`src/design/ksaf_pkg.sv`:
```
`default_nettype none

package ksaf_pkg;

  localparam int FIFO_DEPTH = 256;
  localparam int PTR_W      = (FIFO_DEPTH > 1) ? $clog2(FIFO_DEPTH) : 1;
  localparam int KEY_COUNT  = 58;
  localparam int KEY_IDX_W  = $clog2(KEY_COUNT);

  // operation codes
  localparam logic [1:0] OP_SCAN  = 2'd0;
  localparam logic [1:0] OP_READ  = 2'd1;
  localparam logic [1:0] OP_CLEAR = 2'd2;

  // special scancodes
  localparam logic [7:0] SC_LSHIFT_MAKE  = 8'h2A;
  localparam logic [7:0] SC_RSHIFT_MAKE  = 8'h36;
  localparam logic [7:0] SC_LSHIFT_BREAK = 8'hAA;
  localparam logic [7:0] SC_RSHIFT_BREAK = 8'hB6;
  localparam logic [7:0] SC_CAPS_LOCK    = 8'h3A;
  localparam logic [7:0] SC_F1           = 8'h3B;

  // unshifted keymap, indexed by make code
  localparam logic [6:0] PLAIN_KEYS [KEY_COUNT] = '{
    7'h00, 7'h1B, 7'h31, 7'h32, 7'h33, 7'h34, 7'h35, 7'h36,
    7'h37, 7'h38, 7'h39, 7'h30, 7'h2D, 7'h3D, 7'h08, 7'h09,
    7'h71, 7'h77, 7'h65, 7'h72, 7'h74, 7'h79, 7'h75, 7'h69,
    7'h6F, 7'h70, 7'h5B, 7'h5D, 7'h0A, 7'h00, 7'h61, 7'h73,
    7'h64, 7'h66, 7'h67, 7'h68, 7'h6A, 7'h6B, 7'h6C, 7'h3B,
    7'h27, 7'h60, 7'h00, 7'h5C, 7'h7A, 7'h78, 7'h63, 7'h76,
    7'h62, 7'h6E, 7'h6D, 7'h2C, 7'h2E, 7'h2F, 7'h00, 7'h2A,
    7'h00, 7'h20
  };

  // shifted keymap
  localparam logic [6:0] UPPER_KEYS [KEY_COUNT] = '{
    7'h00, 7'h1B, 7'h21, 7'h40, 7'h23, 7'h24, 7'h25, 7'h5E,
    7'h26, 7'h2A, 7'h28, 7'h29, 7'h5F, 7'h2B, 7'h08, 7'h09,
    7'h51, 7'h57, 7'h45, 7'h52, 7'h54, 7'h59, 7'h55, 7'h49,
    7'h4F, 7'h50, 7'h7B, 7'h7D, 7'h0A, 7'h00, 7'h41, 7'h53,
    7'h44, 7'h46, 7'h47, 7'h48, 7'h4A, 7'h4B, 7'h4C, 7'h3A,
    7'h22, 7'h7E, 7'h00, 7'h7C, 7'h5A, 7'h58, 7'h43, 7'h56,
    7'h42, 7'h4E, 7'h4D, 7'h3C, 7'h3E, 7'h3F, 7'h00, 7'h2A,
    7'h00, 7'h20
  };

  typedef enum logic [2:0] {
    ACT_NONE,
    ACT_SHIFT_SET,
    ACT_SHIFT_CLEAR,
    ACT_CAPS_TOGGLE,
    ACT_DEBUG_SET,
    ACT_CHAR
  } key_action_t;

  typedef struct packed {
    key_action_t action;
    logic [6:0]  ch;
  } key_decode_t;

  typedef logic [PTR_W-1:0] ptr_t;

  function automatic ptr_t ptr_inc(ptr_t p);
    ptr_t r;
    if (p == PTR_W'(FIFO_DEPTH - 1)) begin
      r = '0;
    end else begin
      r = p + 1'b1;
    end
    return r;
  endfunction

endpackage

`default_nettype wire

```
`src/design/ksaf_decode.sv`:
```
`default_nettype none

module ksaf_decode (
  input  logic                  [7:0] code,
  input  logic                        shift_held,
  input  logic                        caps_active,
  output ksaf_pkg::key_decode_t       decoded
);

  logic [6:0] raw_ch;
  logic [6:0] ch;
  logic       in_table;

  assign in_table = (code < 8'(ksaf_pkg::KEY_COUNT));

  always_comb begin
    raw_ch = 7'h00;
    if (in_table) begin
      if (shift_held) begin
        raw_ch = ksaf_pkg::UPPER_KEYS[code[ksaf_pkg::KEY_IDX_W-1:0]];
      end else begin
        raw_ch = ksaf_pkg::PLAIN_KEYS[code[ksaf_pkg::KEY_IDX_W-1:0]];
      end
    end
  end

  // caps lock swaps letter case
  always_comb begin
    ch = raw_ch;
    if (caps_active && (((raw_ch >= 7'h61) && (raw_ch <= 7'h7A)) ||
                        ((raw_ch >= 7'h41) && (raw_ch <= 7'h5A)))) begin
      ch = raw_ch ^ 7'h20;
    end
  end

  always_comb begin
    decoded.ch = ch;
    priority if (code == ksaf_pkg::SC_LSHIFT_MAKE || code == ksaf_pkg::SC_RSHIFT_MAKE) begin
      decoded.action = ksaf_pkg::ACT_SHIFT_SET;
    end else if (code == ksaf_pkg::SC_LSHIFT_BREAK ||
                 code == ksaf_pkg::SC_RSHIFT_BREAK) begin
      decoded.action = ksaf_pkg::ACT_SHIFT_CLEAR;
    end else if (code == ksaf_pkg::SC_CAPS_LOCK) begin
      decoded.action = ksaf_pkg::ACT_CAPS_TOGGLE;
    end else if (code == ksaf_pkg::SC_F1) begin
      decoded.action = ksaf_pkg::ACT_DEBUG_SET;
    end else if (code[7] || (ch == 7'h00)) begin
      decoded.action = ksaf_pkg::ACT_NONE;
    end else begin
      decoded.action = ksaf_pkg::ACT_CHAR;
    end
  end

endmodule

`default_nettype wire

```
`src/design/ksaf_ram.sv`:
```
`default_nettype none

module ksaf_ram (
  input  logic                 clk,
  input  logic                 wr_en,
  input  ksaf_pkg::ptr_t       wr_addr,
  input  logic           [6:0] wr_data,
  input  logic                 rd_en,
  input  ksaf_pkg::ptr_t       rd_addr,
  output logic           [6:0] rd_data
);

  logic [6:0] mem [ksaf_pkg::FIFO_DEPTH];

  always_ff @(posedge clk) begin
    if (wr_en) begin
      mem[wr_addr] <= wr_data;
    end
  end

  always_ff @(posedge clk) begin
    if (rd_en) begin
      rd_data <= mem[rd_addr];
    end
  end

endmodule

`default_nettype wire

```
`src/design/keyboard_scancode_to_ascii_fifo_top.sv`:
```
// keyboard scancode to ascii decoder with a character fifo
//
// input channel (in_valid / in_ready) carries one word per item: an operation
// code and a set-1 scancode byte. operation 0 feeds a scancode, 1 pops the
// oldest decoded character, 2 clears the debug request raised by f1.
// output channel (out_valid / out_ready) returns exactly one word per item:
// char_valid, char_out (zero unless a character was popped) and debug_pending.
//
// an accepted word lands in an input register, is decoded and applied to the
// shift, caps, debug and fifo state in one pass, and its result is loaded
// into the output register once that register is free. throughput is one
// word per cycle while the receiver is ready, set by the single decode pass
// and the one fifo ram access per word. when the receiver stalls, the result
// holds and the input register still takes one more word; in_ready drops
// only when both registers are full. the fifo keeps FIFO_DEPTH-1 characters;
// a character arriving when full is dropped. reset (synchronous, active
// high) empties both registers, the fifo pointers and the shift, caps and
// debug flags; ram contents are not cleared.
`default_nettype none

module keyboard_scancode_to_ascii_fifo_top (
  input  logic       clk,
  input  logic       rst,
  input  logic       in_valid,
  output logic       in_ready,
  input  logic [1:0] operation,
  input  logic [7:0] scancode,
  output logic       out_valid,
  input  logic       out_ready,
  output logic       char_valid,
  output logic [6:0] char_out,
  output logic       debug_pending
);

  // input register
  logic       a_valid;
  logic [1:0] a_op;
  logic [7:0] a_code;

  // keyboard and fifo state
  ksaf_pkg::ptr_t write_pointer;
  ksaf_pkg::ptr_t read_pointer;
  ksaf_pkg::ptr_t write_pointer_inc;
  ksaf_pkg::ptr_t read_pointer_inc;
  logic           shift_held;
  logic           caps_active;
  logic           debug_flag;
  logic           debug_flag_next;

  // output register payload
  logic       hit;
  logic [6:0] rd_data;

  logic                  a_moves;
  logic                  fifo_empty;
  logic                  fifo_full;
  logic                  do_write;
  logic                  do_read;
  ksaf_pkg::key_decode_t decoded;
  logic                  is_scan;

  // word leaves the input register when the output register is free
  assign a_moves  = a_valid && (!out_valid || out_ready);
  assign in_ready = !a_valid || a_moves;

  ksaf_decode u_decode (
    .code        (a_code),
    .shift_held  (shift_held),
    .caps_active (caps_active),
    .decoded     (decoded)
  );

  assign write_pointer_inc = ksaf_pkg::ptr_inc(write_pointer);
  assign read_pointer_inc  = ksaf_pkg::ptr_inc(read_pointer);
  assign fifo_empty        = (read_pointer == write_pointer);
  // one slot is kept open so full and empty differ
  assign fifo_full         = (write_pointer_inc == read_pointer);

  assign is_scan  = (a_op == ksaf_pkg::OP_SCAN);
  assign do_write = a_moves && is_scan && (decoded.action == ksaf_pkg::ACT_CHAR) && !fifo_full;
  assign do_read  = a_moves && (a_op == ksaf_pkg::OP_READ) && !fifo_empty;

  ksaf_ram u_ram (
    .clk     (clk),
    .wr_en   (do_write),
    .wr_addr (write_pointer),
    .wr_data (decoded.ch),
    .rd_en   (do_read),
    .rd_addr (read_pointer),
    .rd_data (rd_data)
  );

  // debug flag after this word, shown in the result
  always_comb begin
    debug_flag_next = debug_flag;
    if (is_scan && (decoded.action == ksaf_pkg::ACT_DEBUG_SET)) begin
      debug_flag_next = 1'b1;
    end else if (a_op == ksaf_pkg::OP_CLEAR) begin
      debug_flag_next = 1'b0;
    end
  end

  // input register
  always_ff @(posedge clk) begin
    if (rst) begin
      a_valid <= 1'b0;
    end else if (in_ready) begin
      a_valid <= in_valid;
    end
    if (in_valid && in_ready) begin
      a_op   <= operation;
      a_code <= scancode;
    end
  end

  // keyboard state and fifo pointers
  always_ff @(posedge clk) begin
    if (rst) begin
      write_pointer <= '0;
      read_pointer  <= '0;
      shift_held    <= 1'b0;
      caps_active   <= 1'b0;
      debug_flag    <= 1'b0;
    end else begin
      if (do_write) begin
        write_pointer <= write_pointer_inc;
      end
      if (do_read) begin
        read_pointer <= read_pointer_inc;
      end
      if (a_moves) begin
        debug_flag <= debug_flag_next;
        if (is_scan) begin
          unique case (decoded.action)
            ksaf_pkg::ACT_SHIFT_SET:   shift_held  <= 1'b1;
            ksaf_pkg::ACT_SHIFT_CLEAR: shift_held  <= 1'b0;
            ksaf_pkg::ACT_CAPS_TOGGLE: caps_active <= !caps_active;
            default: begin
            end
          endcase
        end
      end
    end
  end

  // output register
  always_ff @(posedge clk) begin
    if (rst) begin
      out_valid <= 1'b0;
    end else if (a_moves) begin
      out_valid <= 1'b1;
    end else if (out_ready) begin
      out_valid <= 1'b0;
    end
    if (a_moves) begin
      hit           <= do_read;
      debug_pending <= debug_flag_next;
    end
  end

  assign char_valid = hit;
  assign char_out   = hit ? rd_data : 7'h00;

endmodule

`default_nettype wire

```
`config.mk`:
```
export PLATFORM = sky130hd
export DESIGN_NAME = keyboard_scancode_to_ascii_fifo_top
export DESIGN_NICKNAME = d
export VERILOG_FILES = /design/src/design/ksaf_pkg.sv /design/src/design/ksaf_decode.sv /design/src/design/ksaf_ram.sv /design/src/design/keyboard_scancode_to_ascii_fifo_top.sv
export SDC_FILE = /design/constraint.sdc
export NUM_CORES = 2
export LEC_CHECK = 0
export BUFFER_PORTS_ARGS = -buffer_cell sky130_fd_sc_hd__buf_2
export CORE_MARGIN = 5
export CORE_UTILIZATION = 29
export CTS_CLUSTER_DIAMETER = 60
export DETAILED_ROUTE_END_ITERATION = 16
export PLACE_DENSITY = 0.44
export SLEW_MARGIN = 40
export SYNTH_ARGS = -nofsm -noshare
export SYNTH_HDL_FRONTEND = slang
export SYNTH_SLANG_ARGS = --single-unit
```
`constraint.sdc`:
```
create_clock -name clk -period 25.6 [get_ports clk]
set_clock_uncertainty 0.2 [all_clocks]
set_input_delay 3.84 -clock clk [delete_from_list [all_inputs] [get_ports clk]]
set_output_delay 3.84 -clock clk [all_outputs]
set_load 0.05 [all_outputs]
```
### Yosys cells after proc, flatten, opt, wreduce, memory -nomap -nowiden

Memory sizes are Yosys's and may differ from the RTL's. A register that Yosys moved wholly into a read port is not among the register bits.
Index checks and enable logic that the tools add are counted.
W data, S select, Z words.

* logic and storage cells: 91
* register bits after elaboration: 33
* RAM bits: 1792
* output and inout port bits: 11
* memories: 3
* input bits: 14
* memory bits (read-only): 896

Memories
* u_ram.mem: depth 256, width 7, read ports 1, clocked after Yosys merged registers in 1, write ports 1, RTL line ksaf_ram.sv:13 `logic [6:0] mem [ksaf_pkg::FIFO_DEPTH];`
* (no name shown): depth 64, width 7, read ports 1, clocked after Yosys merged registers in 0, write ports 0, RTL line ksaf_decode.sv:22 `raw_ch = ksaf_pkg::PLAIN_KEYS[code[ksaf_pkg::KEY_IDX_W-1:0]];`
* (no name shown): depth 64, width 7, read ports 1, clocked after Yosys merged registers in 0, write ports 0, RTL line ksaf_decode.sv:20 `raw_ch = ksaf_pkg::UPPER_KEYS[code[ksaf_pkg::KEY_IDX_W-1:0]];`

* $add $sub $neg: 2
* $lt $le $gt $ge: 6
* multiplexer cells: 22
* equal/unequal tests: 17
* bitwise gates (word level): 2
* reduce and logical (&&, ||, !) cells: 28

Operators with widths (count)
* $mux W7: 7
* $eq A8 B6 Y1 const B: 4
* $eq A8 B8 Y1 const B: 4
* $ge A7 B7 Y1 const B: 3
* $add A8 B1 Y8 const B: 2
* $eq A8 B8 Y1: 2
* $mux W8: 2
* $mux W3: 5
* $le A7 B7 Y1 const B: 2
* $logic_and A1 B1 Y1: 11
* $lt A8 B6 Y1 const B: 1
* $logic_not A7 Y1: 1
* $not A6 Y7: 1
* $eq A3 B2 Y1 const B: 2
* $eq A3 B3 Y1 const B: 2
* $logic_or A1 B1 Y1: 6
* $mux W1: 6
* $mux W6: 1
* $reduce_and A3 Y1: 2
* $logic_not A1 Y1: 5
* $reduce_bool A2 Y1: 2
* $eq A3 B1 Y1 const B: 1
* $eq A2 B1 Y1 const B: 1
* $eq A2 B2 Y1 const B: 1
* 3 further kinds: 3

### Logic depth before layout (Yosys ltp)

* depth in word-level cells: 23
* depth in mapped cells: 15
* mapped depth without buffers: 11

### Hierarchy

A second synthesis with hierarchy kept.

* cell total of the unflattened synthesis: 3793
* area total of the unflattened synthesis: 73594.3 um^2

Modules (own cells, without submodules)
* ksaf_ram: cells an instance 3381, seq. area each 54021.8 um^2, area each 70267.4 um^2, instances 1
* keyboard_scancode_to_ascii_fifo_top: cells an instance 193, seq. area each 780.7 um^2, area each 1843.0 um^2, instances 1
* ksaf_decode: cells an instance 219, seq. area each 0.0 um^2, area each 1483.9 um^2, instances 1

### Worst setup path before layout

OpenSTA, ideal clock, no wires.

* path kind: register to register
* start point: register a_code[1]
* end point: memory u_ram.mem[0][5] (data pin)
* path slack: 4.694 ns
* buffers on the path: 1
* period minus slack after synthesis: 20.906 ns
* data required time: 23.875 ns
* arrival time: 19.180 ns
* setup time: 1.525 ns
* cell stages (with the launch flop): 9
* cell sequence: edfxtp_1 -> clkbuf_1 -> inv_1 -> ha_1 -> a311oi_1 -> a41oi_1 -> nor3_1 -> o2111ai_1 -> xor2_1

RTL lines
* start: declaration: RTL line keyboard_scancode_to_ascii_fifo_top.sv:38 `logic [7:0] a_code;`
* start signal: assignment: RTL line keyboard_scancode_to_ascii_fifo_top.sv:112 `a_code <= scancode;`
* end: declaration: RTL line ksaf_ram.sv:13

### Worst setup path in the final report

* start point: input out_ready
* end point: output in_ready

* longest elaborated chain between the ends: 3

RTL lines
* start: declaration: RTL line keyboard_scancode_to_ascii_fifo_top.sv:29 `input logic out_ready,`
* $logic_or A1 B1 Y1: RTL line keyboard_scancode_to_ascii_fifo_top.sv:63 `assign a_moves = a_valid && (!out_valid || out_ready);`
* $logic_and A1 B1 Y1: RTL line keyboard_scancode_to_ascii_fifo_top.sv:63
* $logic_or A1 B1 Y1: RTL line keyboard_scancode_to_ascii_fifo_top.sv:64 `assign in_ready = !a_valid || a_moves;`
* end: declaration: RTL line keyboard_scancode_to_ascii_fifo_top.sv:25 `output logic in_ready,`

Every way passes these cells.

==> metrics.csv <==
metric;value;unit
leading cell type in the layout, fill and taps excluded;edfxtp_1;
H-tree levels;4;
Filler Cell Count;23170;
CTS root buf;clkbuf_16;
core box area;248400;um2
num rows;183;
Routed WL per cell;29.65;um
drt first-iter violations;3408;
hpwl dp;123200;um
Final setup violation count;0;
number of port buffers;24;
Syn-to-layout area delta;15.42;%
Critical Path Source Type;input pin;
YS warnings;0;
Remaining Overflow, GRT;0;
FMAX;117.3;MHz
endpoints failing hold;0;
period utilization;0.3331;
Worst-Skew Late Latency;0.83;ns
Placer Congestion;0.7794;
max_cap viols;0;
post-route design area;83540;um2
Setup Total Neg Slack;0;ns
largest net degree at the start of global routing;139;
Synth cell types;72;
ANT nets after route;0;
outcome;completed;
CTS tree;yes;
Slew headroom;0.3911;
layout cells sized above 1;0.2858;
Post-Syn Area;72380;um2
Critical Path AT;4.49;ns
number of global-route vias before repair;35490;
CTS buffer count;190;
Placed Area;76890;um2
flops & latches, synth;1832;
RSZ-0062 raised after global routing;no;
die height;509.6;um
total track usage;0.1561;
syn avg cell area;21.68;um2
DR pass1 iterations;6;
# IOs;25;
Final min period;8.527;ns
CTS Sinks;1832;
wire length of the first global-routing pass;287400;um
Data required, critical path;21.56;ns
LEAKAGE;22.02;nW
clock transition at the registers of the reported paths;0.06;ns
Post-synth EDFFs;1811;
worst vdd ir;0.00004789;V
slowest CP cell;nor2b_1;
DRT Wirelength;205600;um
Seq/Total Area, Yosys;0.7571;
Via density;5.009;
net count after synthesis;3370;
Initial Util;0.2914;
Hold-fix buffers, CTS;0;
Cell Chain, Critical Path;buf_2, nor2b_1, nand2_1, buf_2;
Crit Path Class;input pin to primary output;
cts repair resizes;0;
commonest non-fill, non-tap cells in the layout;edfxtp_1 (1811), mux4_2 (561), nor2_1 (300);
nets;3470;
Die ar.;259700;um2
Largest stage delay, worst path;0.22;ns
Worst Hold Class;register to register;
power per cell area;75.32;nW/um2
Mapped Cells;3339;
top_reg_cell synth;edfxtp_1;
CP dominant cell by count;buf_2;
Die X;509.6;um
FFs w/ async S/R, synth;0;
setup bufs post-CTS;0;
Crit Path Max Fanout;4;
Slew @ Worst Pin;0.9133;ns
Critical Path Sink Type;primary output;
DRC;0;
initial antenna violation count;13;
Slew Limit Fails;0;
CTS max path bufs;3;
via count;34730;
worst paths after layout:
kind	start	end	slack (ns)	cells past startpoint
setup / recovery	out_ready	in_ready	17.07	4
hold / removal	debug_flag	debug_flag	0.31	2
setup reg to reg	read_pointer[0]	u_ram.rd_data[2]	18.92	10
hold reg to reg	debug_flag	debug_flag	0.31	2
where the power goes:
group          total (W)  internal [W]  switching, W
Combinational   0.000107     0.0000191     0.0000880
Clock            0.00289       0.00170       0.00119
Sequential       0.00330       0.00330    0.00000210
kinds of logic (layout without fill, tap and decap cells):
| family | after synthesis | count (layout) | share of synthesized area |
|---|---|---|---|
| AND/OR/NAND/NOR | 488 | 488 | 0.03001 |
| buffers and inverters | 226 | 487 | 0.01252 |
| AO/OA/AOI/OAI | 184 | 184 | 0.01883 |
| multiplexers | 574 | 574 | 0.1764 |
| adder cells (fa/ha/maj) | 17 | 17 | 0.002939 |
| XOR/XNOR | 18 | 18 | 0.002178 |
| other | 0 | 4 | 0 |
| flip-flops | 1832 | 1832 | 0.7571 |
area by class of cell:
type / instances / area, um2 / area share
clock buffers: 219 / 4927 / 0.05898
repair buffers: 115 / 1100 / 0.01317
inverters: 19 / 96.34 / 0.001153
well taps: 3330 / 4167 / 0.04987
clock inverters: 134 / 1594 / 0.01908
flip-flops and latches: 1832 / 54820 / 0.6562
diodes: 4 / 10.01 / 0.0001198
multi-input cells: 1281 / 16830 / 0.2014
registers in the layout, indices dropped and copies added (netlist names):
signal         cells
u_ram.mem       1792
a_code             8
read_pointer       8
write_pointer      8
u_ram.rd_data      7
a_op               2
a_valid            1
caps_active        1
char_valid         1
debug_flag         1
debug_pending      1
out_valid          1
shift_held         1
cell usage after synthesis (all sizes together), types with 4 or more instances:
library cell / number / share of area
dfxtp: 21 / 0.0058
and3: 9 / 0.00078
nor2b: 21 / 0.0018
a31oi: 4 / 0.00035
a22o: 14 / 0.0017
nand2: 56 / 0.0029
a211oi: 6 / 0.00069
inv: 19 / 0.00099
a221oi: 15 / 0.0018
mux4: 561 / 0.17
a22oi: 35 / 0.0036
a21oi: 35 / 0.0026
o21ai: 21 / 0.0015
o221ai: 7 / 0.00085
clkbuf: 122 / 0.0063
nand3: 34 / 0.0030
xor2: 6 / 0.00073
and2: 13 / 0.0011
buf: 85 / 0.0052
or2: 4 / 0.00035
nor2: 304 / 0.016
nand4: 6 / 0.00052
mux2i: 11 / 0.0015
nand2b: 14 / 0.0012
o2111ai: 6 / 0.00073
ha: 17 / 0.0029
xnor2: 12 / 0.0015
nor3: 8 / 0.00055
o21a: 4 / 0.00041
edfxtp: 1811 / 0.75
per-stage QoR:
| stage | utilization | hold slack (ns) | worst slack, ns | power, W | cells |
|---|---|---|---|---|---|
| 5_1_grt | 0.3362 | 0.3301 | 17.03 | 0.006494 | 6931 |
| 3_5_place_dp | 0.3095 | 0.2985 | 17.07 | 0.003474 | 6571 |
| 2_1_floorplan | - | 0.2611 | 4.694 | 0.003425 | 3339 |
| 6_report | 0.3363 | 0.3112 | 17.07 | 0.006292 | 6934 |
| 4_1_cts | 0.3357 | 0.3131 | 17.06 | 0.006372 | 6924 |
| 3_3_place_gp | 0.3085 | 0.2832 | 16.98 | 0.003474 | 6560 |
critical path: cells and delay by family:
family	cells	cell delay [ns]
buffers and inverters	2	0.31
and+or+nand+nor	2	0.33
metal layers:
layer | vias up | track usage | wire length (um)
met5 | - | 0 | 0
met2 | 1343 | 0.2497 | 97550
li1 | 14240 | - | -
met4 | 0 | 0.03912 | 4837
met3 | 251 | 0.02794 | 13560
met1 | 18900 | 0.2215 | 89650
(Power assumes the default switching activity.)
